## src/hw/rtl/pgm_stream_decoder_macros.svh

```systemverilog
// assertion macros shared by the grey-map stream decoder modules
`ifndef PGM_STREAM_DECODER_MACROS_SVH
`define PGM_STREAM_DECODER_MACROS_SVH

// same-cycle implication, sampled on clk, off while arst_n is low
`define PGM_ASSERT_NOW(lbl, ante, cons) \
	lbl: assert property (@(posedge clk) disable iff (!arst_n) (ante) |-> (cons)) \
		else $error("pgm decoder check failed");

// next-cycle implication, sampled on clk, off while arst_n is low
`define PGM_ASSERT_NEXT(lbl, ante, cons) \
	lbl: assert property (@(posedge clk) disable iff (!arst_n) (ante) |=> (cons)) \
		else $error("pgm decoder check failed");

`endif

```

## src/hw/rtl/pgm_pkg.sv

```systemverilog
// shared types, codes and result builders for the grey-map stream decoder
package pgm_pkg;

	// input item kinds
	localparam logic KIND_DATA = 1'b0;
	localparam logic KIND_EOS  = 1'b1;

	// result kinds
	localparam logic [1:0] RK_HEADER = 2'd0;
	localparam logic [1:0] RK_PIXEL  = 2'd1;
	localparam logic [1:0] RK_ERROR  = 2'd2;

	// error codes
	localparam logic [2:0] ERR_BAD_MAGIC   = 3'd0;
	localparam logic [2:0] ERR_BAD_HEADER  = 3'd1;
	localparam logic [2:0] ERR_BAD_NUMBER  = 3'd2;
	localparam logic [2:0] ERR_TRUNC_ASCII = 3'd3;
	localparam logic [2:0] ERR_TRUNC_BIN   = 3'd4;

	// one input item
	typedef struct packed {
		logic       kind;
		logic [7:0] data_byte;
	} byte_t;

	// one result item
	typedef struct packed {
		logic [1:0]  result_kind;
		logic [15:0] image_width;
		logic [15:0] image_height;
		logic [15:0] max_value;
		logic        is_binary;
		logic [15:0] pixel_value;
		logic [31:0] pixel_index;
		logic        last_pixel;
		logic [2:0]  error_code;
		logic        run_last;
	} result_t;

	// queue entry: first result, plus an optional trailing error
	typedef struct packed {
		result_t    first;
		logic       two;
		logic [2:0] second_err;
	} qent_t;

	function automatic result_t mk_error(input logic [2:0] code);
		result_t r;
		r = '0;
		r.result_kind = RK_ERROR;
		r.error_code = code;
		return r;
	endfunction

	function automatic result_t mk_header(input logic [15:0] w, input logic [15:0] h,
			input logic [15:0] m, input logic bin);
		result_t r;
		r = '0;
		r.result_kind = RK_HEADER;
		r.image_width = w;
		r.image_height = h;
		r.max_value = m;
		r.is_binary = bin;
		return r;
	endfunction

	function automatic result_t mk_pixel(input logic bin, input logic [15:0] v,
			input logic [31:0] idx, input logic last);
		result_t r;
		r = '0;
		r.result_kind = RK_PIXEL;
		r.is_binary = bin;
		r.pixel_value = v;
		r.pixel_index = idx;
		r.last_pixel = last;
		return r;
	endfunction

endpackage

```

## src/hw/rtl/pgm_stream_decoder.sv

```systemverilog
// grey-map (P2/P5) byte stream decoder, top level
// Each result passes through the queue and then the output register before it is presented.
// Throughput: one byte per cycle while the queue is not full; an end-of-stream item
// with two results shows them one after the other; the four-entry queue absorbs the burst.
// The pixel total comes from a 16x16 multiplier registered once the height is known.
// Reset: arst_n asynchronously clears parser, queue and output control state; ready at once.
module pgm_stream_decoder import pgm_pkg::*; #(
	parameter int DIM_BITS = 16,
	parameter int QUEUE_DEPTH = 4
) (
	input  logic    clk,
	input  logic    arst_n,
	input  logic    byte_valid,
	output logic    byte_stall,
	input  byte_t   byte_data,
	output logic    result_valid,
	input  logic    result_stall,
	output result_t result_data
);

	logic  push, pop, full, empty;
	qent_t push_data, pop_data;

	// byte parser
	pgm_front #(
		.DIM_BITS(DIM_BITS)
	) u_front (
		.clk(clk),
		.arst_n(arst_n),
		.byte_valid(byte_valid),
		.byte_stall(byte_stall),
		.byte_data(byte_data),
		.queue_full(full),
		.push(push),
		.push_data(push_data)
	);

	// decoupling queue
	pgm_fifo #(
		.DEPTH(QUEUE_DEPTH)
	) u_fifo (
		.clk(clk),
		.arst_n(arst_n),
		.push(push),
		.push_data(push_data),
		.full(full),
		.pop(pop),
		.pop_data(pop_data),
		.empty(empty)
	);

	// result output
	pgm_back u_back (
		.clk(clk),
		.arst_n(arst_n),
		.empty(empty),
		.pop_data(pop_data),
		.pop(pop),
		.result_valid(result_valid),
		.result_stall(result_stall),
		.result_data(result_data)
	);

endmodule

```

## src/hw/rtl/pgm_fifo.sv

```systemverilog
// small flop-based queue between the parser front and the output back
`include "pgm_stream_decoder_macros.svh"

module pgm_fifo import pgm_pkg::*; #(
	parameter int DEPTH = 4
) (
	input  logic  clk,
	input  logic  arst_n,
	input  logic  push,
	input  qent_t push_data,
	output logic  full,
	input  logic  pop,
	output qent_t pop_data,
	output logic  empty
);

	localparam int PTR_BITS = (DEPTH > 1) ? $clog2(DEPTH) : 1;
	localparam int CNT_W = $clog2(DEPTH + 1);
	localparam logic [PTR_BITS-1:0] LAST_PTR = PTR_BITS'(DEPTH - 1);
	localparam logic [CNT_W-1:0] FULL_CNT = CNT_W'(DEPTH);

	qent_t               mem_q [DEPTH];
	logic [PTR_BITS-1:0] wr_ptr_q;
	logic [PTR_BITS-1:0] rd_ptr_q;
	logic [CNT_W-1:0]    count_q;

	assign full = (count_q == FULL_CNT);
	assign empty = (count_q == '0);
	assign pop_data = mem_q[rd_ptr_q];

	// entry storage, no reset needed
	always_ff @(posedge clk) begin
		if (push) begin
			mem_q[wr_ptr_q] <= push_data;
		end
	end

	// pointers and fill count
	always_ff @(posedge clk or negedge arst_n) begin
		if (!arst_n) begin
			wr_ptr_q <= '0;
			rd_ptr_q <= '0;
			count_q <= '0;
		end else begin
			if (push) begin
				wr_ptr_q <= (wr_ptr_q == LAST_PTR) ? '0 : wr_ptr_q + 1'b1;
			end
			if (pop) begin
				rd_ptr_q <= (rd_ptr_q == LAST_PTR) ? '0 : rd_ptr_q + 1'b1;
			end
			if (push && !pop) begin
				count_q <= count_q + 1'b1;
			end else if (pop && !push) begin
				count_q <= count_q - 1'b1;
			end
		end
	end

	`PGM_ASSERT_NOW(a_no_overflow, full, !push)
	`PGM_ASSERT_NOW(a_no_underflow, empty, !pop)
	`PGM_ASSERT_NEXT(a_count_up, push && !pop, count_q == $past(count_q) + CNT_W'(1))

endmodule

```

## src/hw/rtl/pgm_front.sv

```systemverilog
// parser front: accepts file bytes, tracks the header and raster, emits result entries
module pgm_front import pgm_pkg::*; #(
	parameter int DIM_BITS = 16
) (
	input  logic  clk,
	input  logic  arst_n,
	input  logic  byte_valid,
	output logic  byte_stall,
	input  byte_t byte_data,
	input  logic  queue_full,
	output logic  push,
	output qent_t push_data
);

	localparam int CNT_BITS = 2 * DIM_BITS;
	localparam logic [16:0] DIM_MAX = 17'((1 << DIM_BITS) - 1);

	// characters of interest
	localparam logic [7:0] CH_P    = 8'h50;
	localparam logic [7:0] CH_2    = 8'h32;
	localparam logic [7:0] CH_5    = 8'h35;
	localparam logic [7:0] CH_0    = 8'h30;
	localparam logic [7:0] CH_9    = 8'h39;
	localparam logic [7:0] CH_HASH = 8'h23;
	localparam logic [7:0] CH_LF   = 8'h0a;
	localparam logic [7:0] CH_TAB  = 8'h09;
	localparam logic [7:0] CH_CR   = 8'h0d;
	localparam logic [7:0] CH_SP   = 8'h20;

	// magic token progress codes
	localparam logic [2:0] MAG_EMPTY = 3'd0;
	localparam logic [2:0] MAG_P     = 3'd1;
	localparam logic [2:0] MAG_P2    = 3'd2;
	localparam logic [2:0] MAG_P5    = 3'd3;
	localparam logic [2:0] MAG_BAD   = 3'd4;

	localparam logic [16:0] ACC_SAT = 17'd65536;

	typedef enum logic [2:0] {
		PH_MAGIC, PH_WIDTH, PH_HEIGHT, PH_MAXVAL, PH_ASCII, PH_BIN, PH_STOP
	} phase_t;

	phase_t              phase_q, nx_phase;
	logic [2:0]          magic_q, nx_magic;
	logic [16:0]         accum_q, nx_accum;
	logic                active_q, nx_active;
	logic                junk_q, nx_junk;
	logic                nodig_q, nx_nodig;
	logic                comment_q, nx_comment;
	logic [15:0]         width_q, nx_width;
	logic [15:0]         height_q, nx_height;
	logic [15:0]         maxval_q, nx_maxval;
	logic [CNT_BITS-1:0] count_q, nx_count;
	logic [8:0]          held_q, nx_held;
	logic [CNT_BITS-1:0] total_q;

	logic          accept, is_eos, b_digit, b_space, tok_ok, bin_mode;
	logic          do_fin, do_pix, pix_last, has0, two;
	logic [7:0]    b;
	logic [3:0]    dval;
	logic [19:0]   acc_next;
	logic [15:0]   pix_val;
	logic [CNT_BITS:0] cnt_inc;
	logic [2:0]    sec_err;
	logic          sec_has;
	result_t       res0;

	assign byte_stall = queue_full;
	assign accept = byte_valid && !byte_stall;
	assign is_eos = (byte_data.kind == KIND_EOS);
	assign b = byte_data.data_byte;
	assign dval = 4'(b - CH_0);
	assign b_digit = (b >= CH_0) && (b <= CH_9);
	assign b_space = (b == CH_SP) || ((b >= CH_TAB) && (b <= CH_CR));
	assign tok_ok = active_q && !nodig_q && !accum_q[16];
	assign bin_mode = (magic_q == MAG_P5);
	assign acc_next = {accum_q, 3'b000} + {2'b00, accum_q, 1'b0} + {16'd0, dval};
	assign cnt_inc = {1'b0, count_q} + 1'b1;
	assign pix_last = (cnt_inc >= {1'b0, total_q});

	// a token is finished by white space, or by end of stream in the header or a raster token
	always_comb begin
		do_fin = 1'b0;
		if (accept) begin
			if (is_eos) begin
				do_fin = (phase_q <= PH_MAXVAL) || ((phase_q == PH_ASCII) && active_q);
			end else if ((phase_q != PH_BIN) && (phase_q != PH_STOP)) begin
				do_fin = !comment_q && (b != CH_HASH) && b_space && active_q;
			end
		end
	end

	// next state and result entry
	always_comb begin
		nx_phase = phase_q;
		nx_magic = magic_q;
		nx_accum = accum_q;
		nx_active = active_q;
		nx_junk = junk_q;
		nx_nodig = nodig_q;
		nx_comment = comment_q;
		nx_width = width_q;
		nx_height = height_q;
		nx_maxval = maxval_q;
		nx_count = count_q;
		nx_held = held_q;
		res0 = '0;
		has0 = 1'b0;
		two = 1'b0;
		do_pix = 1'b0;
		pix_val = accum_q[15:0];
		sec_err = ERR_BAD_NUMBER;
		sec_has = 1'b0;

		// finish the pending token
		if (do_fin) begin
			nx_accum = '0;
			nx_active = 1'b0;
			nx_junk = 1'b0;
			nx_nodig = 1'b0;
			if (phase_q == PH_MAGIC) begin
				if ((magic_q == MAG_P2) || (magic_q == MAG_P5)) begin
					nx_phase = PH_WIDTH;
				end else begin
					res0 = mk_error(ERR_BAD_MAGIC);
					has0 = 1'b1;
					nx_phase = PH_STOP;
				end
			end else if (!tok_ok) begin
				res0 = mk_error(ERR_BAD_NUMBER);
				has0 = 1'b1;
				nx_phase = PH_STOP;
			end else begin
				case (phase_q)
					PH_WIDTH: begin
						nx_width = accum_q[15:0];
						nx_phase = PH_HEIGHT;
					end
					PH_HEIGHT: begin
						nx_height = accum_q[15:0];
						nx_phase = PH_MAXVAL;
					end
					PH_MAXVAL: begin
						nx_maxval = accum_q[15:0];
						if ((width_q == '0) || (height_q == '0) || (accum_q[15:0] == '0) ||
								({1'b0, width_q} > DIM_MAX) || ({1'b0, height_q} > DIM_MAX)) begin
							res0 = mk_error(ERR_BAD_HEADER);
							has0 = 1'b1;
							nx_phase = PH_STOP;
						end else begin
							nx_count = '0;
							nx_held = '0;
							nx_phase = bin_mode ? PH_BIN : PH_ASCII;
							res0 = mk_header(width_q, height_q, accum_q[15:0], bin_mode);
							has0 = 1'b1;
						end
					end
					PH_ASCII: begin
						do_pix = 1'b1;
					end
					default: begin
					end
				endcase
			end
		end

		// data bytes outside a token finish
		if (accept && !is_eos) begin
			if (phase_q == PH_BIN) begin
				if (maxval_q[15:8] == '0) begin
					do_pix = 1'b1;
					pix_val = {8'd0, b};
				end else if (held_q[8]) begin
					do_pix = 1'b1;
					pix_val = {held_q[7:0], b};
					nx_held = '0;
				end else begin
					nx_held = {1'b1, b};
				end
			end else if (phase_q != PH_STOP) begin
				if (comment_q) begin
					if (b == CH_LF) begin
						nx_comment = 1'b0;
					end
				end else if (b == CH_HASH) begin
					nx_comment = 1'b1;
				end else if (!b_space) begin
					// add one character to the token
					if (phase_q == PH_MAGIC) begin
						if (!active_q) begin
							nx_magic = (b == CH_P) ? MAG_P : MAG_BAD;
						end else if (magic_q == MAG_P) begin
							nx_magic = (b == CH_2) ? MAG_P2 : ((b == CH_5) ? MAG_P5 : MAG_BAD);
						end else begin
							nx_magic = MAG_BAD;
						end
					end else if (!active_q) begin
						if (b_digit) begin
							nx_accum = {13'd0, dval};
						end else begin
							nx_nodig = 1'b1;
						end
					end else if (!nodig_q && !junk_q) begin
						if (b_digit) begin
							nx_accum = (acc_next > {3'd0, ACC_SAT}) ? ACC_SAT : acc_next[16:0];
						end else begin
							nx_junk = 1'b1;
						end
					end
					nx_active = 1'b1;
				end
			end
		end

		// pixel result
		if (do_pix) begin
			res0 = mk_pixel(bin_mode, pix_val, 32'(count_q), pix_last);
			has0 = 1'b1;
			nx_count = cnt_inc[CNT_BITS-1:0];
			if (pix_last) begin
				nx_phase = PH_STOP;
			end
		end

		// end of stream: trailing error, then rearm
		if (accept && is_eos) begin
			case (nx_phase)
				PH_WIDTH, PH_HEIGHT, PH_MAXVAL: begin
					sec_has = 1'b1;
					sec_err = ERR_BAD_NUMBER;
				end
				PH_ASCII: begin
					sec_has = 1'b1;
					sec_err = ERR_TRUNC_ASCII;
				end
				PH_BIN: begin
					sec_has = 1'b1;
					sec_err = ERR_TRUNC_BIN;
				end
				default: begin
				end
			endcase
			if (sec_has) begin
				if (has0) begin
					two = 1'b1;
				end else begin
					res0 = mk_error(sec_err);
					has0 = 1'b1;
				end
			end
			nx_phase = PH_MAGIC;
			nx_magic = MAG_EMPTY;
			nx_accum = '0;
			nx_active = 1'b0;
			nx_junk = 1'b0;
			nx_nodig = 1'b0;
			nx_comment = 1'b0;
			nx_width = '0;
			nx_height = '0;
			nx_maxval = '0;
			nx_count = '0;
			nx_held = '0;
		end
	end

	assign push = accept && has0;
	assign push_data = '{first: res0, two: two, second_err: sec_err};

	// parser state, plus the pixel total from the stored dimensions
	always_ff @(posedge clk or negedge arst_n) begin
		if (!arst_n) begin
			phase_q <= PH_MAGIC;
			magic_q <= MAG_EMPTY;
			accum_q <= '0;
			active_q <= 1'b0;
			junk_q <= 1'b0;
			nodig_q <= 1'b0;
			comment_q <= 1'b0;
			width_q <= '0;
			height_q <= '0;
			maxval_q <= '0;
			count_q <= '0;
			held_q <= '0;
			total_q <= '0;
		end else begin
			phase_q <= nx_phase;
			magic_q <= nx_magic;
			accum_q <= nx_accum;
			active_q <= nx_active;
			junk_q <= nx_junk;
			nodig_q <= nx_nodig;
			comment_q <= nx_comment;
			width_q <= nx_width;
			height_q <= nx_height;
			maxval_q <= nx_maxval;
			count_q <= nx_count;
			held_q <= nx_held;
			total_q <= CNT_BITS'(width_q[DIM_BITS-1:0]) * CNT_BITS'(height_q[DIM_BITS-1:0]);
		end
	end

endmodule

```

## src/hw/rtl/pgm_back.sv

```systemverilog
// output back: takes queue entries and drives results out through a register
`include "pgm_stream_decoder_macros.svh"

module pgm_back import pgm_pkg::*; (
	input  logic    clk,
	input  logic    arst_n,
	input  logic    empty,
	input  qent_t   pop_data,
	output logic    pop,
	output logic    result_valid,
	input  logic    result_stall,
	output result_t result_data
);

	logic       out_valid_q;
	result_t    out_q;
	logic       pend_q;
	logic [2:0] pend_err_q;
	logic       load;
	result_t    first_r;
	result_t    second_r;

	assign load = !out_valid_q || !result_stall;
	assign pop = load && !pend_q && !empty;
	assign result_valid = out_valid_q;
	assign result_data = out_q;

	// tag run_last on each result of an item
	always_comb begin
		first_r = pop_data.first;
		first_r.run_last = !pop_data.two;
		second_r = mk_error(pend_err_q);
		second_r.run_last = 1'b1;
	end

	// output register and the held trailing error
	always_ff @(posedge clk or negedge arst_n) begin
		if (!arst_n) begin
			out_valid_q <= 1'b0;
			pend_q <= 1'b0;
			pend_err_q <= ERR_BAD_MAGIC;
		end else if (load) begin
			if (pend_q) begin
				out_valid_q <= 1'b1;
				pend_q <= 1'b0;
			end else if (!empty) begin
				out_valid_q <= 1'b1;
				pend_q <= pop_data.two;
				pend_err_q <= pop_data.second_err;
			end else begin
				out_valid_q <= 1'b0;
			end
		end
	end

	// result payload
	always_ff @(posedge clk) begin
		if (load) begin
			if (pend_q) begin
				out_q <= second_r;
			end else if (!empty) begin
				out_q <= first_r;
			end
		end
	end

	`PGM_ASSERT_NOW(a_pend_shows_first, pend_q, out_valid_q && !out_q.run_last)
	`PGM_ASSERT_NEXT(a_second_is_error, pend_q && !result_stall,
		out_valid_q && (out_q.result_kind == RK_ERROR) && out_q.run_last)
	`PGM_ASSERT_NEXT(a_drain_idle, out_valid_q && !result_stall && !pend_q && empty,
		!out_valid_q)

endmodule

```

## config.mk

```make
export PLATFORM = sky130hd
export DESIGN_NAME = pgm_stream_decoder
export DESIGN_NICKNAME = d
export VERILOG_FILES = /design/src/hw/rtl/pgm_pkg.sv /design/src/hw/rtl/pgm_stream_decoder.sv /design/src/hw/rtl/pgm_fifo.sv /design/src/hw/rtl/pgm_front.sv /design/src/hw/rtl/pgm_back.sv
export VERILOG_INCLUDE_DIRS = /design/src /design/src/hw/rtl
export SDC_FILE = /design/constraint.sdc
export NUM_CORES = 1
export LEC_CHECK = 0
export BUFFER_PORTS_ARGS = -buffer_cell sky130_fd_sc_hd__buf_2
export CAP_MARGIN = 20
export CELL_PAD_IN_SITES_DETAIL_PLACEMENT = 1
export CELL_PAD_IN_SITES_GLOBAL_PLACEMENT = 1
export CORE_MARGIN = 2
export CORE_UTILIZATION = 45
export DETAILED_ROUTE_END_ITERATION = 10
export PLACE_DENSITY = 0.71
export SYNTH_ARGS = -nofsm -noshare
export SYNTH_HDL_FRONTEND = slang
export SYNTH_SLANG_ARGS = --single-unit
```

## constraint.sdc

```tcl
create_clock -name clk -period 16.7 [get_ports clk]
set_input_delay 0.835 -clock clk [delete_from_list [all_inputs] [get_ports clk]]
set_output_delay 0.835 -clock clk [all_outputs]
set_load 0.05 [all_outputs]
```

==> results of run 1 <==
[metal layers]
metal	vias up	track usage [%]	wire length (um)
met5	-	0	0
met1	12500	31.8	42600
met2	625	38.0	47300
met4	0	6.22	2180
li1	10500	-	-
met3	124	3.98	5360
[cell type report]
type | count | area, um^2 | share of cell area [%]
clock buffer | 95 | 2030 | 4.85
clock inverter | 45 | 518 | 1.23
inverter | 294 | 1100 | 2.63
multi-input combinational | 1789 | 16300 | 38.9
sequential | 684 | 19800 | 47.2
tap | 1080 | 1350 | 3.22
timing repair buffer | 148 | 842 | 2.01
[cells in the final DEF (no fill, tap or decap), drive strengths merged, types with 11 or more instances in the layout]
cell type	instances
ha	176
nand2	271
nor2	76
o21ai	110
inv	298
and3	25
buf	148
and2	176
edfxtp	532
nor4	26
clkbuf	95
a22o	26
nand4	19
fa	197
xor2	26
nor3	42
a21o	28
xnor2	39
clkinv	27
o21a	13
o31ai	26
nand3	65
a22oi	13
mux4	107
nor2b	112
dfrtp	152
a21oi	60
mux2	11
[critical path: cells and delay by family (launching register included)]
kind / cells / cell delay [ps]
AND/OR/NAND/NOR: 3 / 350
adder cells (fa/ha/maj): 7 / 3410
flip-flops: 1 / 900
buffers and inverters: 5 / 240
AO/OA/AOI/OAI: 6 / 1830
[cell usage after synthesis, drive strengths merged (19+ instances only)]
cell,n,area [um^2]
edfxtp,532,16000
inv,294,1100
nand2,271,1020
fa,197,3940
and2,176,1100
ha,176,2200
dfrtp,152,3800
clkbuf,119,448
nor2b,112,701
o21ai,110,558
mux4,107,2410
nor2,76,288
nand3,65,325
a21oi,60,304
nor3,42,225
xnor2,39,342
buf,35,145
a21o,28,210
a22o,26,228
nor4,26,199
o31ai,26,195
xor2,26,228
and3,25,156
nand4,19,119
[sequential cells by signal, indices dropped and copies added (netlist names), 2 cells and up]
name,flops
u_fifo.mem_q,428
u_back.result_data,104
u_front.count_q,32
u_front.total_q,32
u_front.accum_q,17
u_front.height_q,16
u_front.width_q,16
u_front.held_q,9
u_front.maxval_q,8
u_back.pend_err_q,3
u_fifo.count_q,3
u_front.magic_q,3
u_front.phase_q,3
u_fifo.rd_ptr_q,2
u_fifo.wr_ptr_q,2
[report_power, final]
| group | internal, uW | switching [uW] |
|---|---|---|
| combinational | 572 | 1120 |
| clock | 1000 | 696 |
| sequential | 2290 | 275 |
[cell families (layout without fill, tap and decap cells)]
kind of cell / count (synthesis) / after routing / synth area share [%]
adder cells (fa/ha/maj): 373 / 373 / 16.3
flip-flops: 684 / 684 / 52.4
buffers and inverters: 448 / 582 / 4.49
AND/OR/NAND/NOR: 877 / 877 / 12.3
multiplexers: 128 / 128 / 6.98
AO/OA/AOI/OAI: 346 / 346 / 6.08
XOR/XNOR: 65 / 65 / 1.51
[final timing paths]
check | startpoint | endpoint | slack, ps | cells after the start
min in group clk | result_stall | u_back.result_valid | 490 | 3
max in group asynchronous | arst_n | u_front.held_q[8] | 15290 | 2
setup / recovery | u_front.width_q[9] | u_front.total_q[31] | 9840 | 21
hold reg to reg | u_back.pend_err_q[0] | u_back.pend_err_q[0] | 510 | 1
setup reg to reg | u_front.width_q[9] | u_front.total_q[31] | 9840 | 21
hold / removal | arst_n | u_front.total_q[30] | 130 | 1
[through the flow]
step           cell area (um^2)  std cells
6_report                  42000       4135
3_3_place_gp              39400       3993
4_1_cts                   41900       4133
5_1_grt                   42000       4135
3_5_place_dp              39400       3993
2_1_floorplan             37700       2921
==> flow_summary.toml, run 1 <==
[sta]
layout_setup_ws_ps = 9840
fin_setup_tns_ps = 0
max_slew.worst_pin.slew_ps = 1080
finClkSkew_ps = 20.9
fmax_mhz = 146
hold_slack_ps = 134
post-route-min-period_ps = 6860
rsz0062_at_grt = "no"
max_slew_margin_pct = 27.3
setup_viol = 0
hold_viol = 0
fin_crit_sh_pct = 41.1
slew_viol_final = 0

[power_and_ir_drop]
power_uw = 5950
leakage_uw = 0.0168
power_density_nw_per_um2 = 142
max-vdd-ir-drop_mv = 0.114

[placed_design]
hpwl_mm = 67.6
place_congestion = 0.857
numPortBuffers = 118
dp_slack_ps = 10030

[setup_path]
start_kind = "flop"
slowest_stage = "dfrtp_1"
cp_common_cell = "fa_1"
critPathMaxFanout = 19
worstPathRequired_ps = 17200
criticalPathCategory = "flop to flop"
max_stage_delay_ps = 900
cp-end-kind = "flop"
worstPathArrival_ps = 7360
crit_chain = "nand2_1 -> fa_1 -> inv_1 -> fa_1 -> inv_1 -> fa_1 -> fa_1 -> inv_1 -> fa_1 -> inv_1 -> fa_1 -> inv_1 -> ha_1 -> a211oi_1 -> nor2_1 -> o31ai_1 -> a21boi_0 -> o21ai_0 -> a211o_1 -> nand2_1 -> a311oi_1"

[yosys]
synth_cell_types = 82
ys_warn_count = 0
synth_area_um2 = 37700
ys.flop_type = "edfxtp_1"
async_flop_share_pct = 22.2
avgSynthCellArea_um2 = 12.9
synthCells = 2921
synth_edf_count = 532
synth_nets = 3307
ys_ff_latch = 684
synth_seq_area_share_pct = 52.4

[layout]
syn_to_final_growth_pct = 11.2
drive_gt1_share_pct = 14.2
fin_util_pct = 50.4
fill_cells = 8430
diodes = 0
nNetsFinal = 3379

[global_route]
antenna_found_initial = 2
grt_pass1_wl_mm = 152
grt_max_degree = 70
grt_pass1_vias = 26000
grt-ovfl-total = 0
track_usage_pct = 23.1

[detailed_routing]
wl_per_cell_um = 23.6
drtAntennaViolNets = 0
num_vias = 23700
firstDrtPassIters = 5
drt_iter0_markers = 1492
routed_via_density = 5.73
drt_wl_total_mm = 97.4
drc = 0

[clock_tree]
cts.path.max_buffers = 3
cts_sinks = 684
cts_resized = 0
cts_tree = "built"
clkTransAtPathRegs_ps = 50
postCtsHoldBufs = 0
numCtsBuffers = 76
htree_levels = 3
post_cts_buffers = 0
cts-root-buf = "clkbuf_16"
clk_latency_ps = 620

[floorplan]
start_util_pct = 45.3
dieArea_um2 = 86200
row_count = 106
ioPinCount = 119
die_height_um = 294
chipWidth_um = 294
coreArea_um2 = 83300

[min_path]
hp-class = "input port to asynchronous set/reset pin"

[run]
maxCapViolations = 0

[outcome]
status = "complete, no violations"
Note: power is estimated with default switching activity, not from simulation.
==> run 2, diff against run 1 <==
--- a/config.mk
+++ b/config.mk
@@ -6,6 +6,7 @@
 export SDC_FILE = /design/constraint.sdc
 export NUM_CORES = 1
 export LEC_CHECK = 0
+export ABC_AREA = 1
 export BUFFER_PORTS_ARGS = -buffer_cell sky130_fd_sc_hd__buf_2
 export CAP_MARGIN = 20
 export CELL_PAD_IN_SITES_DETAIL_PLACEMENT = 1
@@ -13,7 +14,7 @@
 export CORE_MARGIN = 2
 export CORE_UTILIZATION = 45
 export DETAILED_ROUTE_END_ITERATION = 10
-export PLACE_DENSITY = 0.71
+export PLACE_DENSITY = 0.77
 export SYNTH_ARGS = -nofsm -noshare
 export SYNTH_HDL_FRONTEND = slang
 export SYNTH_SLANG_ARGS = --single-unit
==> constraint.sdc (replaced) <==
create_clock -name clk -period 6.3 [get_ports clk]
set_input_delay 0.315 -clock clk [delete_from_list [all_inputs] [get_ports clk]]
set_output_delay 0.315 -clock clk [all_outputs]
set_load 0.05 [all_outputs]
==> flow_summary.toml, run 2 <==
[detailed_routing]
wl_per_cell_um = 22.2
drtAntennaViolNets = 0
num_vias = 28600
firstDrtPassIters = 5
routed_via_density = 5.43
drc = 0
drt_wl_total_mm = 117
drt_iter0_markers = 2171

[yosys]
synth_area_leaders = "edfxtp_1 (41%), fa_1 (10%), dfrtp_1 (9.8%), nand2_1 (6.4%), nor2_1 (5.9%)"
synth_seq_area_share_pct = 51.1
synth_area_um2 = 38700
synth_cell_types = 51
ys_top_cells_by_count = "nand2_1 (655), nor2_1 (610), inv_1 (606)"
ys_warn_count = 0
synth_nets = 4377
async_flop_share_pct = 22.2
netlist.area_leader.share_pct = 41.3
synth_edf_count = 532
ys_ff_latch = 684
yosysTopAreaCell = "edfxtp_1"
synth_most_common_cell = "nand2_1"
avgSynthCellArea_um2 = 9.69
synthCells = 3991
ys.flop_type = "edfxtp_1"

[layout]
final_cells = 5262
final_cell_mix = "nand2_1 (655), nor2_1 (606), inv_1 (605)"
largest_reg_flops = 428
max_flop_register = "u_fifo.mem_q"
diodes = 0
nNetsFinal = 4445
mostFrequentLayoutCell = "nand2_1"
fill_cells = 9556
fin_util_pct = 50.5
drive_gt1_share_pct = 8.74
finalInstanceArea_um2 = 43000
syn_to_final_growth_pct = 11.2

[floorplan]
row_count = 107
chipWidth_um = 297
ioPinCount = 119
dieArea_um2 = 88300
die_height_um = 297
start_util_pct = 45.4
coreArea_um2 = 85100

[global_route]
antenna_found_initial = 1
grt_max_degree = 143
grt_pass1_wl_mm = 182
grt-ovfl-total = 0
track_usage_pct = 26.6
grt_pass1_vias = 31200

[sta]
max_slew.worst_pin.slew_ps = 971
fin_crit_sh_pct = 95.2
layout_setup_ws_ps = 301
post-route-min-period_ps = 6000
hold_viol = 0
finClkSkew_ps = 35.7
slew_viol_final = 0
rsz0062_at_grt = "no"
fmax_mhz = 167
max_slew_margin_pct = 34.8
setup_viol = 0

[power_and_ir_drop]
switchingPower_uw = 7290
leakage_uw = 0.0187
pwr-share-comb_pct = 35.6
p_sw_share_pct = 41.7
p_clk_share_pct = 25.0
p_seq_share_pct = 39.4
p_int_uw = 10200
max-vdd-ir-drop_mv = 0.365
power_density_nw_per_um2 = 407

[setup_path]
worstPathRequired_ps = 6820
cp-end-kind = "flop"
start_kind = "flop"
worstPathArrival_ps = 6510
criticalPathCategory = "flop to flop"
critPathMaxFanout = 17

[run]
maxCapViolations = 0

[outcome]
status = "complete, no violations"

[clock_tree]
clk_latency_ps = 640
cts.path.max_buffers = 3
cts_tree = "built"
clkTransAtPathRegs_ps = 60
cts_sinks = 684
htree_levels = 3
cts-root-buf = "clkbuf_16"
numCtsBuffers = 74
post_cts_buffers = 0

[placed_design]
postPlaceCellArea_um2 = 40500
numPortBuffers = 118
place_congestion = 0.927
dp_slack_ps = 274
hpwl_mm = 82.4
placedCellCount = 5123

[min_path]
hp-class = "input port to flop"
run 2: cell types whose count changed after synthesis, sizes merged, moves of 21 or more:
cell,previous run,this run
mux4,107,0
nor2,76,632
and2,176,0
nand2,271,665
xnor2,39,16
o21ai,110,326
nor2b,112,0
a21oi,60,201
o31ai,26,5
a22o,26,0
inv,294,623
o22ai,2,36
nand4,19,45
and3,25,1
run 2: worst max-delay path, cell delays in order, from the launching register on:
cell     delay [ps]
dfrtp_1         850
nand2_1         190
fa_1            570
fa_1            450
fa_1            540
fa_1            470
fa_1            500
inv_1            50
fa_1            440
ha_1            380
a21oi_1         290
o21ai_0         160
a21oi_1         190
nand3_1         160
a31o_2          250
a21oi_1         150
xor2_1          230
run 2: path summary, 6_finish.rpt:
check                           slack (ps)                   to           startpoint  cells after the start
worst max-delay path                   300  u_front.total_q[29]   u_front.width_q[3]                     16
worst min-delay path                    50    u_front.held_q[5]         byte_data[5]                      3
worst max register to register         300  u_front.total_q[29]   u_front.width_q[3]                     16
worst min register to register         480  u_front.maxval_q[8]  u_front.maxval_q[8]                      2
max in group asynchronous             4690   u_fifo.rd_ptr_q[0]               arst_n                      3
min in group asynchronous              300   u_front.accum_q[6]               arst_n                      2
run 2: routing by layer:
layer / track usage [%] / part of all wire [%] / vias up
met5: 0 / 0 / -
met4: 11.1 / 4.1 / 0
met3: 4.24 / 5.7 / 204
met2: 44.7 / 48 / 787
met1: 34.3 / 42 / 14500
li1: - / - / 13100
run 2: cell type report:
class | count | area [um^2] | area share (%)
inverter | 625 | 2360 | 5.49
clock inverter | 44 | 400 | 0.931
timing repair buffer | 171 | 1130 | 2.64
clock buffer | 91 | 2030 | 4.71
multi-input combinational | 2503 | 15800 | 36.9
tap | 1144 | 1430 | 3.33
sequential | 684 | 19800 | 46.0
run 2: power by group through the flow:
stage	registers, uW	logic [uW]	clock network, uW
floorplan	7880	3120	0
global placement	6890	5920	0
detailed placement	6960	6160	0
CTS	6890	6250	4420
global route	6990	6790	4580
finish	6890	6230	4370
run 2: cells by family (layout without fill, tap and decap cells):
family	Yosys count	count (layout)	share of synthesized area, %
and+or+nand+nor	1471	1471	15.5
buffers and inverters	804	931	7.96
DFF	684	684	51.1
AOI/OAI and AO/OA	601	601	8.20
adders and majority gates	373	373	15.9
xor gates and xnor gates	58	58	1.31
run 2: what timing repair did:
| action | 4_1_cts | 5_1_grt |
|---|---|---|
| gates resized for setup | 0 | 5 |
| hold buffers | 3 | 0 |
| setup endpoints to repair | 0 | 2 |
| hold endpoints to repair | 74 | 0 |
run 2: metrics by stage:
step	setup TNS (ps)	hold WS, ps	power, uW
floorplan	-42340	19.4	11000
global route	0	59.5	18400
detailed placement	0	419	13100
global placement	0	417	12800
CTS	0	23.1	17600
finish	0	45.7	17500
